### config.mk
export PLATFORM = sky130hd
export DESIGN_NAME = vdm_fifo
export DESIGN_NICKNAME = d
export VERILOG_FILES = /design/src/hdl/vdm_pkg.sv /design/src/hdl/vdm_fifo.sv
export SDC_FILE = /design/constraint.sdc
export NUM_CORES = 1
export LEC_CHECK = 0
export ABC_AREA = 0
export BUFFER_PORTS_ARGS = -buffer_cell sky130_fd_sc_hd__buf_2
export CAP_MARGIN = 20
export CORE_ASPECT_RATIO = 2
export CORE_UTILIZATION = 25
export DETAILED_ROUTE_END_ITERATION = 6
export PLACE_DENSITY = 0.44
export SYNTH_ARGS = -nofsm -noshare
export SYNTH_HDL_FRONTEND = slang
export SYNTH_SLANG_ARGS = --single-unit
### constraint.sdc
create_clock -name clk -period 18.21 [get_ports clk]
set_clock_uncertainty 0.05 [all_clocks]
set_input_delay 0.9105 -clock clk [delete_from_list [all_inputs] [get_ports clk]]
set_output_delay 0.9105 -clock clk [all_outputs]
set_load 0.1 [all_outputs]
### src/hdl/vdm_pkg.sv
package vdm_pkg;

  // Element and result formats
  localparam int ELEM_W    = 16;
  localparam int FRAC_W    = 16;
  localparam int DIST_W    = 56;
  localparam int Q_W       = FRAC_W + 1;

  // Snapshot widths cover the largest supported vector length (4096 pairs)
  localparam int CNT_W_MAX = 13;
  localparam int SQ_W      = 2 * ELEM_W + CNT_W_MAX;
  localparam int AB_W      = ELEM_W + CNT_W_MAX;
  localparam int SX_W      = ELEM_W + CNT_W_MAX;
  localparam int SXY_W     = 2 * ELEM_W + CNT_W_MAX;
  localparam int SXX_W     = 2 * ELEM_W - 1 + CNT_W_MAX;

  // Working width of the shared arithmetic unit (signed statistics)
  localparam int PW        = 2 * CNT_W_MAX + 2 * ELEM_W + 1;

  // Queue between front and back
  localparam int QDEPTH    = 4;
  localparam int QPTR_W    = 2;
  localparam int QCNT_W    = 3;

  localparam logic [Q_W-1:0] ONE_FIX = {1'b1, {FRAC_W{1'b0}}};

  typedef enum logic [2:0] {
    M_EUCLID    = 3'd0,
    M_SQEUCLID  = 3'd1,
    M_CITYBLOCK = 3'd2,
    M_CHEBYCHEV = 3'd3,
    M_COSINE    = 3'd4,
    M_CORREL    = 3'd5,
    M_HAMMING   = 3'd6,
    M_JACCARD   = 3'd7
  } metric_t;

  typedef enum logic [1:0] {
    AR_MUL,
    AR_SQRT,
    AR_DIV
  } ar_op_t;

  typedef enum logic [1:0] {
    AS_IDLE,
    AS_RUN,
    AS_DONE
  } ar_state_t;

  typedef enum logic [3:0] {
    BK_IDLE,
    BK_DECODE,
    BK_MUL_GO,
    BK_MUL_WAIT,
    BK_SQRT_GO,
    BK_SQRT_WAIT,
    BK_DIV_GO,
    BK_DIV_WAIT,
    BK_OUT
  } bk_state_t;

  // Register map
  localparam logic [1:0] REG_METRIC = 2'd0;

  typedef struct packed {
    metric_t              metric;
    logic                 ovf;
    logic [CNT_W_MAX-1:0] n;
    logic [SQ_W-1:0]      sq;
    logic [AB_W-1:0]      ab;
    logic [ELEM_W-1:0]    mx;
    logic [SX_W-1:0]      sx;
    logic [SX_W-1:0]      sy;
    logic [SXY_W-1:0]     sxy;
    logic [SXX_W-1:0]     sxx;
    logic [SXX_W-1:0]     syy;
    logic [CNT_W_MAX-1:0] mism;
    logic [CNT_W_MAX-1:0] nz;
  } snap_t;

  typedef struct packed {
    logic              start;
    ar_op_t            op;
    logic [PW-1:0]     a;
    logic [PW-1:0]     b;
    logic [2*PW-1:0]   rad;
  } ar_req_t;

  typedef struct packed {
    logic              done;
    logic [2*PW-1:0]   prod;
    logic [PW-1:0]     root;
    logic [Q_W-1:0]    quo;
  } ar_rsp_t;

endpackage

### src/hdl/vdm_fifo.sv
module vdm_fifo import vdm_pkg::*; (
  input  logic              clk,
  input  logic              rst_n,
  input  logic              wr_en,
  input  snap_t             wr_data,
  input  logic              rd_en,
  output snap_t             rd_data,
  output logic              q_empty,
  output logic [QCNT_W-1:0] q_count
);

  snap_t              mem [QDEPTH];
  logic [QPTR_W-1:0]  wr_ptr_r, wr_ptr_nxt;
  logic [QPTR_W-1:0]  rd_ptr_r, rd_ptr_nxt;
  logic [QCNT_W-1:0]  cnt_r, cnt_nxt;

  always_comb begin
    wr_ptr_nxt = wr_en ? wr_ptr_r + 1'b1 : wr_ptr_r;
    rd_ptr_nxt = rd_en ? rd_ptr_r + 1'b1 : rd_ptr_r;
    cnt_nxt    = cnt_r + QCNT_W'(wr_en) - QCNT_W'(rd_en);
  end

  always_ff @(posedge clk) begin
    if (!rst_n) begin
      wr_ptr_r <= '0;
      rd_ptr_r <= '0;
      cnt_r    <= '0;
    end else begin
      wr_ptr_r <= wr_ptr_nxt;
      rd_ptr_r <= rd_ptr_nxt;
      cnt_r    <= cnt_nxt;
    end
  end

  always_ff @(posedge clk) begin
    if (wr_en) begin
      mem[wr_ptr_r] <= wr_data;
    end
  end

  assign rd_data = mem[rd_ptr_r];
  assign q_empty = (cnt_r == '0);
  assign q_count = cnt_r;

endmodule

==> results list <==
* Area of the die: 191000 um^2
- Summing all placed instances gives a cell area of approximately 53000 um^2.
* Final design area excluding fillers: between 50000 and 60000 um^2
- Count of unique library cells instantiated by Yosys: 18
* Width of the chip: around 310 um
* Outcome: completed
- Number of global-route vias before repair: between 20000 and 25000
- Min Clock Period, post-route: 5.98 ns
* Commonest cells after routing, fill and taps aside: 1296 x edfxtp_1, 655 x buf_2, 324 x mux4_2, 117 x clkbuf_16, 29 x clkinv_1
- Cell count after synthesis: about 1700
- Area fraction in compound gates after synthesis: 0.0318%
* Worst setup path category: reg2out
* Crit-path cells: buf_4 -> buf_4 -> buf_4 -> buf_16 -> mux4_2 -> buf_2
- Final slew viol count: 0
* Number of endpoints with negative hold slack in the final report: 0
* Final Cycle Share: ~33%
- Routability Congestion: 0.760
* Clock network latency to the later pin of the worst-skew pair: 0.71 ns
- Summing the areas of all xor and xnor instances in the mapped netlist gives 0.0875% of the synthesized area.
- After synthesis the netlist holds a flip-flop and latch count of 1305.
- Counting along the longest clock path gives a buffer depth of 3.
* Htree depth: 3
- The critical path contains buffers and inverters numbering 5 combined.
- In this run, CTS created clock tree buffers numbering roughly 120.
* Static leakage: 0.0185 uW
* Kind of cell adding the most delay to the critical path: buffers and inverters
- Most frequent standard cell in the layout excluding fill and tap cells: edfxtp_1
- TritonRoute pass-1 iters: 4
* Via count normalized by instance count: 4.20
- Initial detailed-routing violation count: 1247
* Slew of the pin with the lowest slew margin: roughly 1.0 ns
- During I/O placement, the number of pins put on the boundary was 656.
* Worst endpoint data arrival time: 5.02 ns
- Count of synthesis-stage warnings from yosys: 0
* Startpoint kind of the worst setup timing path: flop
* Clock-pin slew reported for the worst setup and hold paths after clock tree synthesis: 0.06 ns
- After synthesis, the share of cell area in mux cells is 15.5%.
- Power spread over the standard cell area amounts to 128 nW/um^2.
* Aggregate global routing overflow: 0
- Hold Buf Count CTS: 0
* Global-route wire length before repair: 168000 um
- Mapped cell area: 47200 um^2
- The tool flagged a number of max-cap violations equal to 0.
* Number of antenna violations at the first check in global routing: between 50 and 60
- Setup total negative slack: 0 ns
* Average wire length per cell after detail routing: 22.9 um
* Cell chosen for the clock root: clkbuf_16
- Clock tree sinks: ~1300
* Max Clock Freq: 167 MHz
* Floorplan die height: 616 um
- Cell Rows: roughly 230
* Worst-case headroom to the max-slew limit: 30.3%
* Number of endpoints failing setup at the final stage: 0
- Final-stage net count: 2799
- Required time of the worst setup path: 17.25 ns
- Counting every net in the synthesized netlist gives 2069.
- # port buffers: around 660
- Dividing the synthesized area by the synthesized cell count gives ~27 um^2.
- On the worst path, the slowest cell contributes a delay of 0.93 ns.
- After synthesis, flip-flops and latches occupy 82.8% of the total area.
- Area fraction in and, or, nand and nor cells after synthesis: 0.146%
- Floorplan Core Area: 188000 um^2
- The detail route stage leaves a number of antenna-violating nets equal to 0.
- Class of the worst hold path: in2reg
- Highest fanout seen on the critical path: 45
- HPWL reported at the end of detailed placement: 76100 um
- For this run, design rule violations remaining after detail routing come to 0.
- Via total after detailed routing: 21372
- Most numerous cell on the critical path: buf_4
* Setup repair after global routing missed its margin: no
- Compared with the post-synthesis result, the final layout area differs by 21.3%.
- In this run the post-CTS setup repair buffer count came out at 0.
* Minimum setup slack after placement: roughly 12 ns
- Worst ir drop on vdd: 0.0924 mV
* Combinational family with the most area after synthesis: multiplexers
- Clock tree from TritonCTS: built
* Final wirelength: between 100000 and 150000 um
- Area share of fa/ha/maj cells after synthesis: 0.202%
- Initial Utilization: 25.1%
- Global routing consumed, over all layers together, 12.1% of the routing resources.
* Number of resized instances in the post-cts repair step: 0
- Crit path setup slack, layout: 12.23 ns
- Largest net degree at the start of global routing: 111
- The worst register-to-register path has a setup slack of 13.93 ns.
- In the final layout, the share of cells above drive strength 1 is 46.2%.
- The worst setup path is captured at an output port.
- On the critical path, the stage with the largest delay is an instance of dfxtp_4.
-- stage by stage --
stage,power [uW],hold slack (ns),utilization (%),cells
6_report,7340,0.354,30.5,5087
3_5_place_dp,4970,0.470,28.4,4842
5_1_grt,7580,0.276,30.5,5073
3_3_place_gp,4950,0.451,28.4,4842
4_1_cts,7460,0.249,30.4,5061
2_1_floorplan,4710,0.449,-,1734
-- cells in the mapped netlist (all sizes together) --
cell,instances,area (um^2)
mux4,324,7300
nand3b,1,7.51
edfxtp,1296,38900
dfxtp,9,180
xnor2,2,17.5
inv,7,26.3
ha,6,75.1
a21bo,1,10.0
buf,66,518
nor2,5,18.8
and2,6,37.5
a21oi,1,5.00
clkbuf,6,22.5
fa,1,20.0
nor3,1,5.00
xor3,1,23.8
mux2i,1,10.0
-- kinds of logic (layout without fill, tap and decap cells) --
logic type	after synthesis	in the layout
buffers and inverters	79	910
muxes	325	325
xor gates and xnor gates	3	3
other	0	25
AOI/OAI and AO/OA	2	2
adders and majority gates	7	7
DFF	1305	1305
and+or+nand+nor	13	13
-- routing by layer --
| layer | vias to the layer above | track usage, % | share of wire (%) | wire (um) |
|---|---|---|---|---|
| li1 | 9046 | - | - | - |
| met1 | 11252 | 12.3 | 35 | 40300 |
| met2 | 760 | 21.5 | 52 | 60900 |
| met3 | 250 | 4.94 | 9.3 | 10800 |
| met4 | 64 | 4.98 | 3.7 | 4270 |
| met5 | - | 0 | 0.36 | 423 |
-- where the power goes --
part           internal (uW)  total (uW)  switching, uW  leakage, uW
combinational            267        1380           1120      0.00467
sequential              3460        3500           41.3       0.0120
clock                   1370        2460           1090      0.00185
-- path summary, 6_finish.rpt --
| kind | to | from | cells after the start |
|---|---|---|---|
| setup reg to reg | mem[3][133] | wr_ptr_r[0] | 5 |
| hold reg to reg | flop | rd_ptr_r[1] | 2 |
| setup / recovery | rd_data[291] | flop | 6 |
| hold / removal | mem[2][116] | wr_data[116] | 1 |
-- sequential cells by signal, indices dropped and copies added, names as in the netlist, named ones only --
signal / flops
q_count: 3
mem: 1296
wr_ptr_r: 2
rd_ptr_r: 2
-- cell type report --
class / count / area (um^2)
Inverter: 7 / 26.3
Sequential cell: 1305 / 39100
Timing Repair Buffer: 684 / 3580
Fill cell: 18294 / 131000
Clock buffer: 136 / 3000
Clock inverter: 83 / 823
Tap cell: 2497 / 3120
Antenna cell: 25 / 62.6
Multi-Input combinational cell: 350 / 7540
Note: power is estimated with default switching activity, not from simulation.
