===== config.mk =====
export PLATFORM = sky130hd
export DESIGN_NAME = vdm_front
export DESIGN_NICKNAME = d
export VERILOG_FILES = /design/src/hdl/vdm_pkg.sv /design/src/hdl/vdm_front.sv
export SDC_FILE = /design/constraint.sdc
export NUM_CORES = 2
export LEC_CHECK = 0
export BUFFER_PORTS_ARGS = -buffer_cell sky130_fd_sc_hd__buf_2
export CORE_ASPECT_RATIO = 0.9
export CORE_UTILIZATION = 58
export DETAILED_ROUTE_END_ITERATION = 6
export GPL_ROUTABILITY_DRIVEN = 0
export PLACE_DENSITY = 0.79
export SLEW_MARGIN = 25
export SYNTH_ARGS = -nofsm -noshare
export SYNTH_HDL_FRONTEND = slang
export SYNTH_SLANG_ARGS = --single-unit

===== constraint.sdc =====
create_clock -name clk -period 9.3 [get_ports clk]
set_clock_uncertainty 0.2 [all_clocks]
set_input_delay 0 -clock clk [delete_from_list [all_inputs] [get_ports clk]]
set_output_delay 0 -clock clk [all_outputs]
set_load 0.01 [all_outputs]

===== src/hdl/vdm_pkg.sv =====
package vdm_pkg;

  // Element and result formats
  localparam int ELEM_W    = 16;
  localparam int FRAC_W    = 16;
  localparam int DIST_W    = 56;
  localparam int Q_W       = FRAC_W + 1;

  // Snapshot widths cover the largest supported vector length (4096 pairs)
  localparam int CNT_W_MAX = 13;
  localparam int SQ_W      = 2 * ELEM_W + CNT_W_MAX;
  localparam int AB_W      = ELEM_W + CNT_W_MAX;
  localparam int SX_W      = ELEM_W + CNT_W_MAX;
  localparam int SXY_W     = 2 * ELEM_W + CNT_W_MAX;
  localparam int SXX_W     = 2 * ELEM_W - 1 + CNT_W_MAX;

  // Working width of the shared arithmetic unit (signed statistics)
  localparam int PW        = 2 * CNT_W_MAX + 2 * ELEM_W + 1;

  // Queue between front and back
  localparam int QDEPTH    = 4;
  localparam int QPTR_W    = 2;
  localparam int QCNT_W    = 3;

  localparam logic [Q_W-1:0] ONE_FIX = {1'b1, {FRAC_W{1'b0}}};

  typedef enum logic [2:0] {
    M_EUCLID    = 3'd0,
    M_SQEUCLID  = 3'd1,
    M_CITYBLOCK = 3'd2,
    M_CHEBYCHEV = 3'd3,
    M_COSINE    = 3'd4,
    M_CORREL    = 3'd5,
    M_HAMMING   = 3'd6,
    M_JACCARD   = 3'd7
  } metric_t;

  typedef enum logic [1:0] {
    AR_MUL,
    AR_SQRT,
    AR_DIV
  } ar_op_t;

  typedef enum logic [1:0] {
    AS_IDLE,
    AS_RUN,
    AS_DONE
  } ar_state_t;

  typedef enum logic [3:0] {
    BK_IDLE,
    BK_DECODE,
    BK_MUL_GO,
    BK_MUL_WAIT,
    BK_SQRT_GO,
    BK_SQRT_WAIT,
    BK_DIV_GO,
    BK_DIV_WAIT,
    BK_OUT
  } bk_state_t;

  // Register map
  localparam logic [1:0] REG_METRIC = 2'd0;

  typedef struct packed {
    metric_t              metric;
    logic                 ovf;
    logic [CNT_W_MAX-1:0] n;
    logic [SQ_W-1:0]      sq;
    logic [AB_W-1:0]      ab;
    logic [ELEM_W-1:0]    mx;
    logic [SX_W-1:0]      sx;
    logic [SX_W-1:0]      sy;
    logic [SXY_W-1:0]     sxy;
    logic [SXX_W-1:0]     sxx;
    logic [SXX_W-1:0]     syy;
    logic [CNT_W_MAX-1:0] mism;
    logic [CNT_W_MAX-1:0] nz;
  } snap_t;

  typedef struct packed {
    logic              start;
    ar_op_t            op;
    logic [PW-1:0]     a;
    logic [PW-1:0]     b;
    logic [2*PW-1:0]   rad;
  } ar_req_t;

  typedef struct packed {
    logic              done;
    logic [2*PW-1:0]   prod;
    logic [PW-1:0]     root;
    logic [Q_W-1:0]    quo;
  } ar_rsp_t;

endpackage


===== src/hdl/vdm_front.sv =====
module vdm_front import vdm_pkg::*; #(
  parameter int MAX_LENGTH = 256
) (
  input  logic                     clk,
  input  logic                     rst_n,
  input  logic                     push,
  input  logic signed [ELEM_W-1:0] x_elem,
  input  logic signed [ELEM_W-1:0] y_elem,
  input  logic                     last,
  input  metric_t                  metric,
  input  logic [QCNT_W-1:0]        q_count,
  output logic                     full,
  output logic                     q_push,
  output snap_t                    q_data
);

  localparam int CW   = $clog2(MAX_LENGTH + 1);
  localparam int SQW  = 2 * ELEM_W + CW;
  localparam int ABW  = ELEM_W + CW;
  localparam int SXW  = ELEM_W + CW;
  localparam int SXYW = 2 * ELEM_W + CW;
  localparam int SXXW = 2 * ELEM_W - 1 + CW;

  logic accept;

  // Product stage
  logic                       sa_valid_r;
  logic                       sa_last_r;
  logic signed [ELEM_W-1:0]   sa_x_r, sa_y_r;
  logic [ELEM_W-1:0]          sa_d_r;
  logic [2*ELEM_W-1:0]        sa_dd_r;
  logic signed [2*ELEM_W-1:0] sa_xy_r;
  logic [2*ELEM_W-2:0]        sa_xx_r, sa_yy_r;

  logic signed [ELEM_W:0]     diff;
  logic [ELEM_W-1:0]          d_abs;
  logic signed [2*ELEM_W-1:0] xx_full, yy_full;

  // Accumulators
  logic [CW-1:0]          cnt_r, cnt_nxt;
  logic [SQW-1:0]         sq_r, sq_nxt;
  logic [ABW-1:0]         ab_r, ab_nxt;
  logic [ELEM_W-1:0]      mx_r, mx_nxt;
  logic signed [SXW-1:0]  sx_r, sx_nxt, sy_r, sy_nxt;
  logic signed [SXYW-1:0] sxy_r, sxy_nxt;
  logic [SXXW-1:0]        sxx_r, sxx_nxt, syy_r, syy_nxt;
  logic [CW-1:0]          mism_r, mism_nxt, nz_r, nz_nxt;
  logic                   ovf_r, ovf_nxt;
  logic                   take;

  // A last pair in the product stage is already owed a queue slot
  assign full   = (q_count + QCNT_W'(sa_valid_r & sa_last_r)) >= QCNT_W'(QDEPTH);
  assign accept = push & ~full;

  always_comb begin
    diff    = ELEM_W'(1) == 0 ? '0 : (ELEM_W+1)'(x_elem) - (ELEM_W+1)'(y_elem);
    d_abs   = diff[ELEM_W] ? ELEM_W'(-diff) : diff[ELEM_W-1:0];
    xx_full = x_elem * x_elem;
    yy_full = y_elem * y_elem;
  end

  always_ff @(posedge clk) begin
    if (!rst_n) begin
      sa_valid_r <= 1'b0;
    end else begin
      sa_valid_r <= accept;
    end
  end

  always_ff @(posedge clk) begin
    if (accept) begin
      sa_last_r <= last;
      sa_x_r    <= x_elem;
      sa_y_r    <= y_elem;
      sa_d_r    <= d_abs;
      sa_dd_r   <= d_abs * d_abs;
      sa_xy_r   <= x_elem * y_elem;
      sa_xx_r   <= xx_full[2*ELEM_W-2:0];
      sa_yy_r   <= yy_full[2*ELEM_W-2:0];
    end
  end

  always_comb begin
    take     = cnt_r < CW'(MAX_LENGTH);
    cnt_nxt  = cnt_r;
    sq_nxt   = sq_r;
    ab_nxt   = ab_r;
    mx_nxt   = mx_r;
    sx_nxt   = sx_r;
    sy_nxt   = sy_r;
    sxy_nxt  = sxy_r;
    sxx_nxt  = sxx_r;
    syy_nxt  = syy_r;
    mism_nxt = mism_r;
    nz_nxt   = nz_r;
    ovf_nxt  = ovf_r;
    if (take) begin
      cnt_nxt  = cnt_r + 1'b1;
      sq_nxt   = sq_r + SQW'(sa_dd_r);
      ab_nxt   = ab_r + ABW'(sa_d_r);
      mx_nxt   = (sa_d_r > mx_r) ? sa_d_r : mx_r;
      sx_nxt   = sx_r + SXW'(sa_x_r);
      sy_nxt   = sy_r + SXW'(sa_y_r);
      sxy_nxt  = sxy_r + SXYW'(sa_xy_r);
      sxx_nxt  = sxx_r + SXXW'(sa_xx_r);
      syy_nxt  = syy_r + SXXW'(sa_yy_r);
      mism_nxt = mism_r + CW'(sa_x_r != sa_y_r);
      nz_nxt   = nz_r + CW'((sa_x_r != '0) || (sa_y_r != '0));
    end else begin
      ovf_nxt  = 1'b1;
    end
  end

  always_ff @(posedge clk) begin
    if (!rst_n || (sa_valid_r && sa_last_r)) begin
      cnt_r  <= '0;
      sq_r   <= '0;
      ab_r   <= '0;
      mx_r   <= '0;
      sx_r   <= '0;
      sy_r   <= '0;
      sxy_r  <= '0;
      sxx_r  <= '0;
      syy_r  <= '0;
      mism_r <= '0;
      nz_r   <= '0;
      ovf_r  <= 1'b0;
    end else if (sa_valid_r) begin
      cnt_r  <= cnt_nxt;
      sq_r   <= sq_nxt;
      ab_r   <= ab_nxt;
      mx_r   <= mx_nxt;
      sx_r   <= sx_nxt;
      sy_r   <= sy_nxt;
      sxy_r  <= sxy_nxt;
      sxx_r  <= sxx_nxt;
      syy_r  <= syy_nxt;
      mism_r <= mism_nxt;
      nz_r   <= nz_nxt;
      ovf_r  <= ovf_nxt;
    end
  end

  // Hand the finished sums to the back end, widened to the snapshot format
  assign q_push = sa_valid_r & sa_last_r;

  always_comb begin
    q_data.metric = metric;
    q_data.ovf    = ovf_nxt;
    q_data.n      = CNT_W_MAX'(cnt_nxt);
    q_data.sq     = SQ_W'(sq_nxt);
    q_data.ab     = AB_W'(ab_nxt);
    q_data.mx     = mx_nxt;
    q_data.sx     = SX_W'(sx_nxt);
    q_data.sy     = SX_W'(sy_nxt);
    q_data.sxy    = SXY_W'(sxy_nxt);
    q_data.sxx    = SXX_W'(sxx_nxt);
    q_data.syy    = SXX_W'(syy_nxt);
    q_data.mism   = CNT_W_MAX'(mism_nxt);
    q_data.nz     = CNT_W_MAX'(nz_nxt);
  end

endmodule


==> results.tsv <==
metric	value	unit
HPWL after DPL	136000	um
area of the core	108000	sq um
Starting Density	58.8	%
max-slew violations	0	
Post-synth ARST share	0	%
vias per cell	5.74	
CTS Buffer Depth	3	
TritonCTS Buffers	52	
failing checks	design-rule violations	
Rel. slew slack	30.1	%
critical path depth	38	
Hold WS	0.0666	ns
commonest cells in the netlist	inv_1, fa_1, nand2_1	
Synth area leader	fa_1	
Synth Area in Adders	40.0	%
WP data arrival	9.09	ns
FILL cells	8764	
Syn Inst Count	7173	
largest net degree at the start of global routing	211	
Worst setup EP type	flip-flop	
Compound-Gate Fraction of Synth Area	11.1	%
area share of the largest cell type after synthesis	28.3	%
Die Span Y	316	um
IO Pins	368	
yosys warns	0	
DR vias	51423	
CTS tree	built	
storage element area	10700	sq um
# rows	114	
max-cap violations	0	
status	complete, but fails checks	
final wirelength	174000	um
DRC	1	
hold depth	4	
Avg WL per Cell	19.4	um
cell mode on critical path	fa_1	
total global routing overflow	0	
initial antenna violation count	9	
die width	350	um
post-route ant nets	0	
XOR/XNOR Fraction of Synth Area	6.49	%
global-route wire length before repair	276000	um
unique cell type count in the Yosys netlist	98	
IO Port Bufs	333	
Skew-Pair Late Insertion Delay	0.62	ns
die area	111000	sq um
Most used DFF post-synth	dfxtp_1	
Synth Area in Simple Gates	13.9	%
CTS Root Cell	clkbuf_16	
clock-pin slew on the worst setup and hold paths	0.07	ns
Tcrit/Tclk final	95.9	%
number of detailed-route iterations in the first pass	7	
CP startpoint kind	input pin	
kind of cell adding the most delay to the critical path	adder cells	
crit path time final	8.92	ns
Setup-failing EPs final	0	
largest family of logic cells by synthesized area	adder cells	
mux cell area share after synthesis	2.10	%
Setup CP Type	input pin to flip-flop	
Critical-path top delay cell	fa_1	
count leader, synth	inv_1	
DR iter-0 viols	4340	
Fin. Hold Viols	0	
Max FO, Critical Path	5	
FF+latch count, synth	451	
Post-synth EDFFs	169	
buffer and inverter count on the worst path	9	
Layout area overhead	8.68	%
layout net count	8986	
share of cells above drive strength 1	9.06	%
H-tree levels	2	
CTS Sinks	451	
sequential area share after synthesis	16.9	%
Synth Cell Area	63400	sq um
synthesized area per cell	8.84	sq um
cell count of the worst reg-to-reg path	8	
HP Class	input pin to flip-flop	
f_max	112	MHz
Synth area leaders	fa_1, ha_1, dfxtp_1	
slowest stage delay, CP	0.59	ns
vias in the first global route	51680	
area occupied by multi-input gates	46900	sq um
global router's overall resource usage	31.7	%
actual transition at the worst max-transition pin	1.03	ns
worst path required time	9.47	ns
==> cell usage in the layout, fill, tap and decap left out, types with 27 or more instances in the layout <==
cell type and instances:
mux2i_1 98, xor2_1 205, o31ai_1 41, o21bai_1 56, o21ai_0 327, mux2_2 31, and2_1 117, ha_1 595
dfxtp_1 280, a21oi_1 279, and3_1 45, nand2_1 771, conb_1 28, buf_2 331, nor2b_1 35, nand2b_1 48
nor3_1 94, fa_1 895, buf_4 108, edfxtp_1 169, nand3_1 102, nand4_1 47, inv_1 1230, or3_1 29
a21o_1 136, o21a_1 56, or2_2 27, nor2_1 576, xnor2_1 251, dlygate4sd3_1 42, clkbuf_16 56
==> worst paths after layout <==
kind | start | endpoint | slack (ns)
worst max-delay path | x_elem[0] | sa_dd_r[31] | 0.38
worst min register to register | ovf_r | ovf_r | 0.26
worst min-delay path | q_count[1] | sa_last_r | 0.07
worst max register to register | sa_valid_r | ab_r[24] | 4.88
==> routing by layer <==
layer  wire, um  GRT usage (%)  vias up
met3      17300           6.67      435
li1           -              -    23526
met2      79200           50.9     2230
met4       6640           10.8        6
met1      70800           42.6    25226
met5         30              0        -
==> metrics by stage <==
step | cell area [sq um] | setup slack [ns] | TNS [ns] | util (%) | cells
after CTS | 68700 | 0.0465 | 0 | 63.7 | 8936
final | 68900 | 0.379 | 0 | 63.9 | 8952
after floorplan | 63500 | 0.279 | 0 | - | 7200
after global placement | 66600 | 0.229 | 0 | 61.7 | 8797
after global routing | 68900 | -0.0594 | -0.0594 | 63.9 | 8947
after detailed placement | 66600 | -0.0248 | -0.0248 | 61.7 | 8797
==> kinds of logic after synthesis <==
| logic type | count (synthesis) |
|---|---|
| adders and majority gates | 1491 |
| other | 1 |
| AOI/OAI and AO/OA | 1120 |
| muxes | 129 |
| buffers and inverters | 1545 |
| xor gates and xnor gates | 465 |
| DFF | 451 |
| and+or+nand+nor | 1971 |
==> worst reg2reg max path, stage by stage (launching register included) <==
cell,delay [ns]
dfxtp_4,0.94
buf_12,0.58
inv_2,0.62
nor2_4,0.54
buf_4,0.51
a41oi_1,0.37
nor3_1,0.31
xnor2_1,0.15
nor2_1,0.05
==> flip-flops by register name (all words and copies together), names as in the netlist, 25 cells and up <==
register	cells
ab_r	25
sa_dd_r	30
sa_xx_r	29
sa_xy_r	32
sa_yy_r	29
sq_r	41
sx_r	25
sxx_r	40
sxy_r	41
sy_r	25
syy_r	40
==> cell type report <==
type	count	share of cell area, %
antenna	6	0.0218
clock buffer	68	2.17
clock inverter	29	0.334
inverter	1257	6.86
multi-input combinational	5204	68.1
sequential	451	15.6
tap	1450	2.63
timing repair buffer	487	4.32
==> what timing repair did <==
item                                   CTS  global route
buffers inserted                         0            10
endpoints found under the hold margin  136             0
gates resized for setup                  0            27
hold buffers                            42             0
setup endpoints to repair                0             5
Power is not shown: default switching activity piles up to over one toggle a cycle in this logic, so the estimate is an artifact.
