<file path="config.mk">
export PLATFORM = sky130hd
export DESIGN_NAME = vdm_back
export DESIGN_NICKNAME = d
export VERILOG_FILES = /design/src/hdl/vdm_pkg.sv /design/src/hdl/vdm_back.sv
export SDC_FILE = /design/constraint.sdc
export NUM_CORES = 1
export LEC_CHECK = 0
export BUFFER_PORTS_ARGS = -buffer_cell sky130_fd_sc_hd__buf_2
export CORE_AREA = 5 5 316 318
export CTS_CLUSTER_SIZE = 12
export DETAILED_ROUTE_END_ITERATION = 6
export DIE_AREA = 0 0 321 323
export HOLD_SLACK_MARGIN = 0.1
export PLACE_DENSITY = 0.56
export SYNTH_ARGS = -nofsm -noshare
export SYNTH_HDL_FRONTEND = slang
export SYNTH_SLANG_ARGS = --single-unit
</file>
<file path="constraint.sdc">
create_clock -name clk -period 37.9 [get_ports clk]
set_input_delay 9.475 -clock clk [delete_from_list [all_inputs] [get_ports clk]]
set_output_delay 9.475 -clock clk [all_outputs]
set_load 0.01 [all_outputs]
</file>
<file path="src/hdl/vdm_pkg.sv">
package vdm_pkg;

  // Element and result formats
  localparam int ELEM_W    = 16;
  localparam int FRAC_W    = 16;
  localparam int DIST_W    = 56;
  localparam int Q_W       = FRAC_W + 1;

  // Snapshot widths cover the largest supported vector length (4096 pairs)
  localparam int CNT_W_MAX = 13;
  localparam int SQ_W      = 2 * ELEM_W + CNT_W_MAX;
  localparam int AB_W      = ELEM_W + CNT_W_MAX;
  localparam int SX_W      = ELEM_W + CNT_W_MAX;
  localparam int SXY_W     = 2 * ELEM_W + CNT_W_MAX;
  localparam int SXX_W     = 2 * ELEM_W - 1 + CNT_W_MAX;

  // Working width of the shared arithmetic unit (signed statistics)
  localparam int PW        = 2 * CNT_W_MAX + 2 * ELEM_W + 1;

  // Queue between front and back
  localparam int QDEPTH    = 4;
  localparam int QPTR_W    = 2;
  localparam int QCNT_W    = 3;

  localparam logic [Q_W-1:0] ONE_FIX = {1'b1, {FRAC_W{1'b0}}};

  typedef enum logic [2:0] {
    M_EUCLID    = 3'd0,
    M_SQEUCLID  = 3'd1,
    M_CITYBLOCK = 3'd2,
    M_CHEBYCHEV = 3'd3,
    M_COSINE    = 3'd4,
    M_CORREL    = 3'd5,
    M_HAMMING   = 3'd6,
    M_JACCARD   = 3'd7
  } metric_t;

  typedef enum logic [1:0] {
    AR_MUL,
    AR_SQRT,
    AR_DIV
  } ar_op_t;

  typedef enum logic [1:0] {
    AS_IDLE,
    AS_RUN,
    AS_DONE
  } ar_state_t;

  typedef enum logic [3:0] {
    BK_IDLE,
    BK_DECODE,
    BK_MUL_GO,
    BK_MUL_WAIT,
    BK_SQRT_GO,
    BK_SQRT_WAIT,
    BK_DIV_GO,
    BK_DIV_WAIT,
    BK_OUT
  } bk_state_t;

  // Register map
  localparam logic [1:0] REG_METRIC = 2'd0;

  typedef struct packed {
    metric_t              metric;
    logic                 ovf;
    logic [CNT_W_MAX-1:0] n;
    logic [SQ_W-1:0]      sq;
    logic [AB_W-1:0]      ab;
    logic [ELEM_W-1:0]    mx;
    logic [SX_W-1:0]      sx;
    logic [SX_W-1:0]      sy;
    logic [SXY_W-1:0]     sxy;
    logic [SXX_W-1:0]     sxx;
    logic [SXX_W-1:0]     syy;
    logic [CNT_W_MAX-1:0] mism;
    logic [CNT_W_MAX-1:0] nz;
  } snap_t;

  typedef struct packed {
    logic              start;
    ar_op_t            op;
    logic [PW-1:0]     a;
    logic [PW-1:0]     b;
    logic [2*PW-1:0]   rad;
  } ar_req_t;

  typedef struct packed {
    logic              done;
    logic [2*PW-1:0]   prod;
    logic [PW-1:0]     root;
    logic [Q_W-1:0]    quo;
  } ar_rsp_t;

endpackage

</file>
<file path="src/hdl/vdm_back.sv">
module vdm_back import vdm_pkg::*; (
  input  logic              clk,
  input  logic              rst_n,
  input  snap_t             q_data,
  input  logic              q_empty,
  output logic              q_pop,
  output ar_req_t           ar_req,
  input  ar_rsp_t           ar_rsp,
  input  logic              pop,
  output logic              empty,
  output logic [DIST_W-1:0] distance,
  output logic              too_long
);

  localparam logic [2:0] K_AB = 3'd6;

  bk_state_t         state_r, state_nxt;
  snap_t             snap_r;
  logic [2:0]        k_r;
  logic [PW-1:0]     t_r, n_r, a_r, b_r;
  logic [DIST_W-1:0] res_r;
  logic              out_valid_r;
  logic [DIST_W-1:0] out_dist_r;
  logic              out_tl_r;

  logic              ratio;
  logic              load_out;
  logic [PW-1:0]     prod_lo, stat_diff, n_mag;
  logic [PW-1:0]     mul_a, mul_b;

  assign ratio = (snap_r.metric == M_COSINE) || (snap_r.metric == M_CORREL);

  always_comb begin
    prod_lo   = ar_rsp.prod[PW-1:0];
    stat_diff = t_r - prod_lo;
    n_mag     = n_r[PW-1] ? -n_r : n_r;
    case (k_r)
      3'd0: begin
        mul_a = PW'(snap_r.n);
        mul_b = PW'($signed(snap_r.sxy));
      end
      3'd1: begin
        mul_a = PW'($signed(snap_r.sx));
        mul_b = PW'($signed(snap_r.sy));
      end
      3'd2: begin
        mul_a = PW'(snap_r.n);
        mul_b = PW'(snap_r.sxx);
      end
      3'd3: begin
        mul_a = PW'($signed(snap_r.sx));
        mul_b = PW'($signed(snap_r.sx));
      end
      3'd4: begin
        mul_a = PW'(snap_r.n);
        mul_b = PW'(snap_r.syy);
      end
      3'd5: begin
        mul_a = PW'($signed(snap_r.sy));
        mul_b = PW'($signed(snap_r.sy));
      end
      default: begin
        mul_a = a_r;
        mul_b = b_r;
      end
    endcase
  end

  // Next state
  always_comb begin
    state_nxt = state_r;
    case (state_r)
      BK_IDLE: if (!q_empty) state_nxt = BK_DECODE;
      BK_DECODE: begin
        case (snap_r.metric)
          M_EUCLID:                        state_nxt = BK_SQRT_GO;
          M_COSINE, M_CORREL:              state_nxt = BK_MUL_GO;
          M_HAMMING:                       state_nxt = (snap_r.n == '0) ? BK_OUT : BK_DIV_GO;
          M_JACCARD:                       state_nxt = (snap_r.nz == '0) ? BK_OUT : BK_DIV_GO;
          default:                         state_nxt = BK_OUT;
        endcase
      end
      BK_MUL_GO:  state_nxt = BK_MUL_WAIT;
      BK_MUL_WAIT: begin
        if (ar_rsp.done) state_nxt = (k_r == K_AB) ? BK_SQRT_GO : BK_MUL_GO;
      end
      BK_SQRT_GO: state_nxt = BK_SQRT_WAIT;
      BK_SQRT_WAIT: begin
        if (ar_rsp.done) begin
          state_nxt = (ratio && ar_rsp.root != '0) ? BK_DIV_GO : BK_OUT;
        end
      end
      BK_DIV_GO:  state_nxt = BK_DIV_WAIT;
      BK_DIV_WAIT: if (ar_rsp.done) state_nxt = BK_OUT;
      BK_OUT:     if (load_out) state_nxt = BK_IDLE;
      default:    state_nxt = BK_IDLE;
    endcase
  end

  // Outputs of the sequencer
  always_comb begin
    q_pop        = (state_r == BK_IDLE) && !q_empty;
    load_out     = (state_r == BK_OUT) && (!out_valid_r || pop);
    ar_req.start = (state_r == BK_MUL_GO) || (state_r == BK_SQRT_GO) ||
                   (state_r == BK_DIV_GO);
    ar_req.op    = AR_MUL;
    ar_req.a     = mul_a;
    ar_req.b     = mul_b;
    ar_req.rad   = (snap_r.metric == M_EUCLID) ? (2*PW)'({snap_r.sq, 32'b0}) : ar_rsp.prod;
    case (state_r)
      BK_SQRT_GO: ar_req.op = AR_SQRT;
      BK_DIV_GO: begin
        ar_req.op = AR_DIV;
        if (ratio) begin
          ar_req.a = n_mag;
          ar_req.b = ar_rsp.root;
        end else begin
          ar_req.a = PW'(snap_r.mism);
          ar_req.b = (snap_r.metric == M_HAMMING) ? PW'(snap_r.n) : PW'(snap_r.nz);
        end
      end
      default: ar_req.op = AR_MUL;
    endcase
  end

  always_ff @(posedge clk) begin
    if (!rst_n) begin
      state_r     <= BK_IDLE;
      out_valid_r <= 1'b0;
    end else begin
      state_r <= state_nxt;
      if (load_out) begin
        out_valid_r <= 1'b1;
      end else if (pop) begin
        out_valid_r <= 1'b0;
      end
    end
  end

  always_ff @(posedge clk) begin
    if (load_out) begin
      out_dist_r <= res_r;
      out_tl_r   <= snap_r.ovf;
    end
    case (state_r)
      BK_IDLE: begin
        if (!q_empty) snap_r <= q_data;
      end
      BK_DECODE: begin
        k_r <= (snap_r.metric == M_COSINE) ? K_AB : 3'd0;
        case (snap_r.metric)
          M_SQEUCLID:  res_r <= DIST_W'({snap_r.sq, {FRAC_W{1'b0}}});
          M_CITYBLOCK: res_r <= DIST_W'({snap_r.ab, {FRAC_W{1'b0}}});
          M_CHEBYCHEV: res_r <= DIST_W'({snap_r.mx, {FRAC_W{1'b0}}});
          M_COSINE: begin
            res_r <= '0;
            n_r   <= PW'($signed(snap_r.sxy));
            a_r   <= PW'(snap_r.sxx);
            b_r   <= PW'(snap_r.syy);
          end
          default: res_r <= '0;
        endcase
      end
      BK_MUL_WAIT: begin
        if (ar_rsp.done) begin
          case (k_r)
            3'd1:    n_r <= stat_diff;
            3'd3:    a_r <= stat_diff;
            3'd5:    b_r <= stat_diff;
            default: t_r <= prod_lo;
          endcase
          if (k_r != K_AB) k_r <= k_r + 1'b1;
        end
      end
      BK_SQRT_WAIT: begin
        if (ar_rsp.done) begin
          res_r <= ratio ? DIST_W'(ONE_FIX) : DIST_W'(ar_rsp.root);
        end
      end
      BK_DIV_WAIT: begin
        if (ar_rsp.done) begin
          if (ratio) begin
            res_r <= n_r[PW-1] ? DIST_W'(ONE_FIX) + DIST_W'(ar_rsp.quo)
                               : DIST_W'(ONE_FIX) - DIST_W'(ar_rsp.quo);
          end else begin
            res_r <= DIST_W'(ar_rsp.quo);
          end
        end
      end
      default: res_r <= res_r;
    endcase
  end

  assign empty    = ~out_valid_r;
  assign distance = out_dist_r;
  assign too_long = out_tl_r;

endmodule

</file>
==> reports/metrics.csv, run 1 <==
stage,metric,value,unit
detailed_routing,DRC viols,11,
clock_network,CTS tree,built,
detailed_routing,met3 wire length,13400,µm
place,placed instance area,39000,µm²
final_layout,area grow syn2layout,24.5,%
detailed_routing,top sig layer,met5,
clock_network,CTS H-tree lvls,3,
clock_network,"Reg clk slew, reported paths",50,ps
clock_network,Clock Tree Root,clkbuf_16,
timing,WHS,416,ps
place,GPL Wtd Cong,0.965,
status,status,finished with violations,
clock_network,CTS buffer count,81,
setup_path,Crit path top cell by count,buf_2,
floorplanning,Row Count,114,
worst_hold_path,Worst Hold Launch,res_r[4]$_DFFE_PP_,
grt,largest net degree at the start of global routing,101,
floorplanning,DIE HEIGHT,323,µm
logic_synthesis,synthesized flop and latch total,681,
timing,RSZ-0062 raised after global routing,no,
setup_path,CP max stage delay,570,ps
logic_synthesis,Post-synth top flop,edfxtp_1,
setup_path,worst setup path category,input pin to output port,
timing,Fin Setup TNS,0,ps
grt,vias in the first global route,27400,
setup_path,launching point of the worst reg2reg path,t_r[24]$_DFFE_PP_,
setup_path,Buf/Inv on CP,3,
setup_path,Crit-path slowest cell,o21ai_0,
flow_run,Max-Cap Viols,0,
logic_synthesis,Compound-Gate Fraction of Synth Area,16.0,%
logic_synthesis,Cells after Synth,2934,
power,Pwr Density,50.4,nW/µm²
logic_synthesis,Synth area leader,edfxtp_1,
detailed_routing,wl on met1,58600,µm
timing,relative slew slack,7.29,%
detailed_routing,drt pass-1 iters,7,
timing,final period utilization,52.8,%
grt,initial antenna violation count,46,
setup_path,worst reg2reg setup slack,33300,ps
detailed_routing,Avg WL per Cell,30.1,µm
worst_hold_path,Hold WC Path Type,flop to flop,
setup_path,Critical Path Start Type,input pin,
grt,Total GRT Usage,27.9,%
timing,slew at the pin closest to its max-slew limit,1360,ps
setup_path,"CP delay by family, top",compound AO/OA/AOI/OAI gates,
logic_synthesis,mux cell area share after synthesis,1.94,%
logic_synthesis,library cells used by synthesis,68,
grt,GRT Residual Overflow,0,
logic_synthesis,"EDFF count, synth",676,
floorplanning,Core Box Area,96300,µm²
timing,worst clock skew,31.1,ps
detailed_routing,antenna-violating nets left,0,
clock_network,Clock Sinks,681,
detailed_routing,Via Count,28400,
logic_synthesis,number of synthesis warnings,0,
place,IO Port Bufs,820,
logic_synthesis,Synth Area in Simple Gates,12.5,%
detailed_routing,via-per-instance ratio,5.60,
final_layout,Finished Layout Cells,5067,
floorplanning,Initial Utilization,34.8,%
final_layout,fraction of layout cells with a size suffix above 1,28.6,%
clock_network,post-cts sizing count,0,
logic_synthesis,largest family of logic cells by synthesized area,compound AO/OA/AOI/OAI gates,
setup_path,CP required,28420,ps
setup_path,Critical Path Sink Type,output port,
logic_synthesis,syn_area_per_cell,11.4,µm²
detailed_routing,WL met2,72200,µm
logic_synthesis,Synth top area share,60.6,%
logic_synthesis,most common cell in the netlist,edfxtp_1,
worst_hold_path,worst hold stages,0,
logic_synthesis,xor and xnor area share after synthesis,3.06,%
place,detailed-placement wirelength estimate,118000,µm
logic_synthesis,sequential element share of the synthesized area,60.9,%
clock_network,maximum clock path buffer count,3,
clock_network,hold buffers post-CTS,0,
power,leakage,16.7,nW
setup_path,Worst Path Max Fanout,2,
setup_path,Worst R2R End,n_r[51]$_DFFE_PP_,
floorplanning,DIE WIDTH,321,µm
logic_synthesis,Post-Syn Area,33500,µm²
clock_network,setup repair bufs after CTS,0,
final_layout,Final Cell Area,41700,µm²
timing,Final Max Slew Viols,0,
final_layout,Final #Nets,4292,
logic_synthesis,Synth async-reset ratio,0,%
clock_network,worst skew pair latency,670,ps
grt,first-pass GRT wire length,207000,µm
status,violated checks,DRC,
setup_path,crit path cell chain,"buf_2, inv_1, o21ai_0, buf_2",
detailed_routing,drt first-iter violations,3892,
detailed_routing,drt total wl,152000,µm
logic_synthesis,Synth top cells by count,"edfxtp_1 (676), nand2_1 (469), o21ai_0 (208), a21oi_1 (202), clkbuf_1 (174)",
timing,Final min period,20000,ps
place,placed cells,4896,
logic_synthesis,Synth area leaders,"edfxtp_1 (61%), nand2_1 (5.3%), o21ai_0 (3.1%)",
floorplanning,num ports,821,
timing,final setup fails,0,
timing,Final Hold Viols,0,
floorplanning,Die ar.,104000,µm²
logic_synthesis,adder-cell share of the synthesized area,2.49,%
worst_hold_path,Hold EP,distance[4]$_DFFE_PP_,
setup_path,R2R cell count,10,
timing,fmax,50.0,MHz
setup_path,worst path arrival time,10530,ps
logic_synthesis,"Net Count, Synth",3523,
power,Peak VDD IR,0.0317,mV
## power breakdown
part           total [mW]  leakage, nW  switching [mW]  internal, mW
registers           0.933         6.38          0.0315         0.901
clock network       0.779         1.27           0.326         0.453
logic               0.388         9.02           0.266         0.122
total                2.10         16.7           0.624          1.48
## area by class of cell
cell class | instances | area (µm²)
clock buffers | 98 | 2110
diodes | 27 | 67.6
flip-flops and latches | 681 | 20400
multi-input cells | 1978 | 12200
fillers | 9287 | 54600
well taps | 1276 | 1600
repair buffers | 875 | 4530
clock inverters | 46 | 482
inverters | 86 | 325
## stage by stage
stage / worst slack (ps) / util, % / power [mW]
after floorplan: 5540 / - / 1.14
after global placement: 18040 / 40.5 / 1.33
after detailed placement: 18050 / 40.5 / 1.33
after CTS: 18050 / 43.2 / 2.11
after global routing: 18040 / 43.3 / 2.17
final: 17900 / 43.3 / 2.10
## sequential cells by signal (all words and copies together) (netlist names)
register and count:
k_r 3, snap_r 324, a_r 59, too_long 1, n_r 59, res_r 56, distance 56, b_r 59
out_valid_r 1, t_r 59, state_r 4
## worst register-to-register path, cell delays in order, from the launching register on
cell,delay [ps]
edfxtp_1,370
ha_1,400
a21oi_1,380
o21ai_0,260
a21o_1,240
a221o_1,330
a2111oi_0,1120
o21ai_0,600
a21oi_1,300
xnor2_1,220
o21ai_0,120
## worst max path at each step
stage / startpoint / to / depth (start not counted)
final: ar_rsp[109] / ar_req[33] / 4
after global routing: ar_rsp[108] / ar_req[32] / 4
after CTS: ar_rsp[109] / ar_req[33] / 4
after detailed placement: ar_rsp[109] / ar_req[33] / 4
after global placement: ar_rsp[109] / ar_req[33] / 4
after floorplan: q_empty / q_pop / 1
## cell families after synthesis
family,after synthesis
fa+ha+maj,66
xor+xnor,117
mux,60
buf+inv,275
flops,681
simple gates,924
compound gates,811
## per-layer routing
metal  global-route usage (%)  up-vias
met5                        0        -
met4                     13.2        6
met3                     5.79      304
met2                     46.0     1606
met1                     35.5    13800
li1                         -    12600
## layout by cell type, fill, tap and decap left out, types with 19 or more instances in the layout
cell,synthesis,routed
diode_2,0,27
a22o_1,30,30
a22oi_1,49,49
a221oi_1,19,19
mux2i_1,20,20
o22ai_1,27,27
o211ai_1,26,26
nand4_1,24,24
a222oi_1,38,38
buf_4,0,54
and3_1,23,23
clkbuf_16,0,82
a21oi_1,202,201
nand3_1,58,57
a21o_1,37,37
and2_1,61,59
xnor2_1,56,56
edfxtp_1,676,676
nor2_1,145,139
buf_2,2,820
xor2_1,61,61
ha_1,65,65
mux2_2,40,40
o21ai_0,208,208
nor3_1,41,37
o31ai_1,24,24
a211oi_1,21,21
a221o_1,41,41
nand2_1,469,467
inv_1,86,85
(Power assumes the default switching activity.)
==> run 2, diff against run 1 <==
- CORE_AREA: 5 5 316 318 -> 5 5 319 321
- DIE_AREA: 0 0 321 323 -> 0 0 324 326
- PLACE_DENSITY: 0.56 -> 0.57
- clock period: 37.9 -> 18 ns (I/O delays scaled with it)
==> run 2 against run 1 <==
Compared with the run above:
- the run still ends with DRC left
- wire length hardly changed
- clock skew down 4.2 ps
- register-to-register slack worse by 20000 ps
- total power increased by 120%
- die area up 1.9%
- combinational power grew 110%
- count of clock-buffer cells in the layout is 7 lower
- largest cell class unchanged
==> reports/metrics.csv, run 2 (synthesized netlist as in run 1, its figures left out) <==
stage,metric,value,unit
status,status,finished with violations,
status,violated checks,DRC,
final_layout,Final Core Density,42.3,%
floorplanning,Initial Utilization,33.8,%
detailed_routing,Avg WL per Cell,29.9,µm
place,GPL Wtd Cong,0.951,
floorplanning,num ports,821,
setup_path,CP required,13500,ps
final_layout,area grow syn2layout,25.0,%
clock_network,Clock Sinks,681,
timing,RSZ-0062 raised after global routing,no,
timing,slew at the pin closest to its max-slew limit,1230,ps
detailed_routing,met3 wire length,14300,µm
worst_hold_path,Hold WC Path Type,flop to flop,
final_layout,most flop-heavy register,snap_r,
timing,fmax,100,MHz
setup_path,Critical Path Sink Type,output port,
detailed_routing,Via Count,28500,
floorplanning,Row Count,116,
clock_network,"Reg clk slew, reported paths",60,ps
power,clock share of power,38.3,%
power,Peak VDD IR,0.0674,mV
final_layout,max reg flops,324,
clock_network,CTS tree,built,
place,detailed-placement wirelength estimate,118000,µm
power,Power Internal,3.19,mW
clock_network,CTS H-tree lvls,3,
timing,final period utilization,55.4,%
grt,first-pass GRT wire length,207000,µm
floorplanning,Core Box Area,99000,µm²
floorplanning,Die ar.,106000,µm²
power,Comb power frac,18.2,%
detailed_routing,via-per-instance ratio,5.60,
power,Switching Fraction,29.4,%
timing,worst clock skew,26.9,ps
timing,final setup fails,0,
flow_run,Max-Cap Viols,0,
clock_network,hold buffers post-CTS,0,
grt,Total GRT Usage,27.6,%
clock_network,Clock Tree Root,clkbuf_16,
detailed_routing,drt total wl,152000,µm
power,Flop pwr share,43.5,%
detailed_routing,DRC viols,28,
power,Sw Pwr,1.33,mW
setup_path,worst path arrival time,5470,ps
grt,vias in the first global route,27400,
floorplanning,DIE WIDTH,324,µm
timing,Final Max Slew Viols,0,
setup_path,Worst Path Max Fanout,2,
clock_network,post-cts sizing count,0,
place,IO Port Bufs,820,
timing,Fin Setup TNS,0,ps
detailed_routing,drt pass-1 iters,7,
power,Pwr Density,108,nW/µm²
detailed_routing,top sig layer,met5,
grt,initial antenna violation count,34,
final_layout,fraction of layout cells with a size suffix above 1,28.6,%
final_layout,"commonest cells after routing, fill and taps aside","buf_2 (820), edfxtp_1 (676), nand2_1 (467)",
detailed_routing,antenna-violating nets left,0,
grt,largest net degree at the start of global routing,124,
floorplanning,DIE HEIGHT,326,µm
detailed_routing,wl on met1,58200,µm
clock_network,CTS buffer count,81,
clock_network,maximum clock path buffer count,3,
clock_network,setup repair bufs after CTS,0,
setup_path,Critical Path Start Type,input pin,
power,leakage,16.7,nW
final_layout,fillers,9548,
grt,GRT Residual Overflow,0,
final_layout,Final #Nets,4293,
timing,relative slew slack,15.8,%
setup_path,worst setup path category,input pin to output port,
final_layout,"most common cell after layout, fill and taps aside",buf_2,
detailed_routing,WL met2,71200,µm
timing,Final Hold Viols,0,
detailed_routing,drt first-iter violations,3996,
clock_network,worst skew pair latency,660,ps
timing,Final min period,9970,ps
[run 2: changes by cell type in the layout (fill, tap and decap cells not counted), moves of 4 or more]
cell,before,now
clkinv_1,10,21
clkbuf_1,16,8
bufinv_16,8,13
diode_2,27,23
clkinv_2,15,11
[run 2: worst max-delay path, stage by stage]
cell and delay, ps:
buf_2 90, inv_1 130, o21ai_0 510, buf_2 240
[run 2: path summary, 6_finish.rpt]
kind         depth (start not counted)  slack [ps]                endpoint                 from
max                                  4        8030              ar_req[35]          ar_rsp[111]
min                                  0         420  distance[31]$_DFFE_PP_  res_r[31]$_DFFE_PP_
max reg2reg                         14       13480   b_r[54]$_SDFFCE_PN0P_     t_r[0]$_DFFE_PP_
min reg2reg                          0         420  distance[31]$_DFFE_PP_  res_r[31]$_DFFE_PP_
[run 2: layer usage]
metal | up-vias | GRT usage (%)
li1 | 12600 | -
met2 | 1723 | 44.7
met1 | 13800 | 34.5
met5 | - | 0
met3 | 309 | 7.06
met4 | 4 | 13.6
[run 2: final cells by class]
type / count / area [µm²] / share of cell area [%]
Sequential cell: 681 / 20400 / 48.7
Multi-Input combinational cell: 1978 / 12200 / 29.1
Timing Repair Buffer: 876 / 4540 / 10.8
Clock buffer: 91 / 2110 / 5.03
Tap cell: 1298 / 1620 / 3.88
Clock inverter: 58 / 659 / 1.57
Inverter: 86 / 325 / 0.777
Antenna cell: 23 / 57.6 / 0.137
[run 2: power by group through the flow]
stage	Clock (mW)	Combinational [mW]	Sequential (mW)
2_1_floorplan	0	0.395	1.99
3_3_place_gp	0	0.813	1.99
3_5_place_dp	0	0.816	1.99
4_1_cts	1.76	0.818	1.96
5_1_grt	1.83	0.872	1.97
6_report	1.73	0.822	1.97
[run 2: metrics by stage]
stage | hold WS [ps] | cells | area [µm²] | power, mW | setup slack (ps)
after floorplan | 400 | 2934 | 33500 | 2.39 | 751
after global placement | 400 | 4919 | 39100 | 2.81 | 8090
after detailed placement | 405 | 4919 | 39100 | 2.81 | 8080
after CTS | 417 | 5068 | 41800 | 4.54 | 8080
after global routing | 416 | 5084 | 41900 | 4.67 | 7940
final | 417 | 5091 | 41900 | 4.52 | 8030
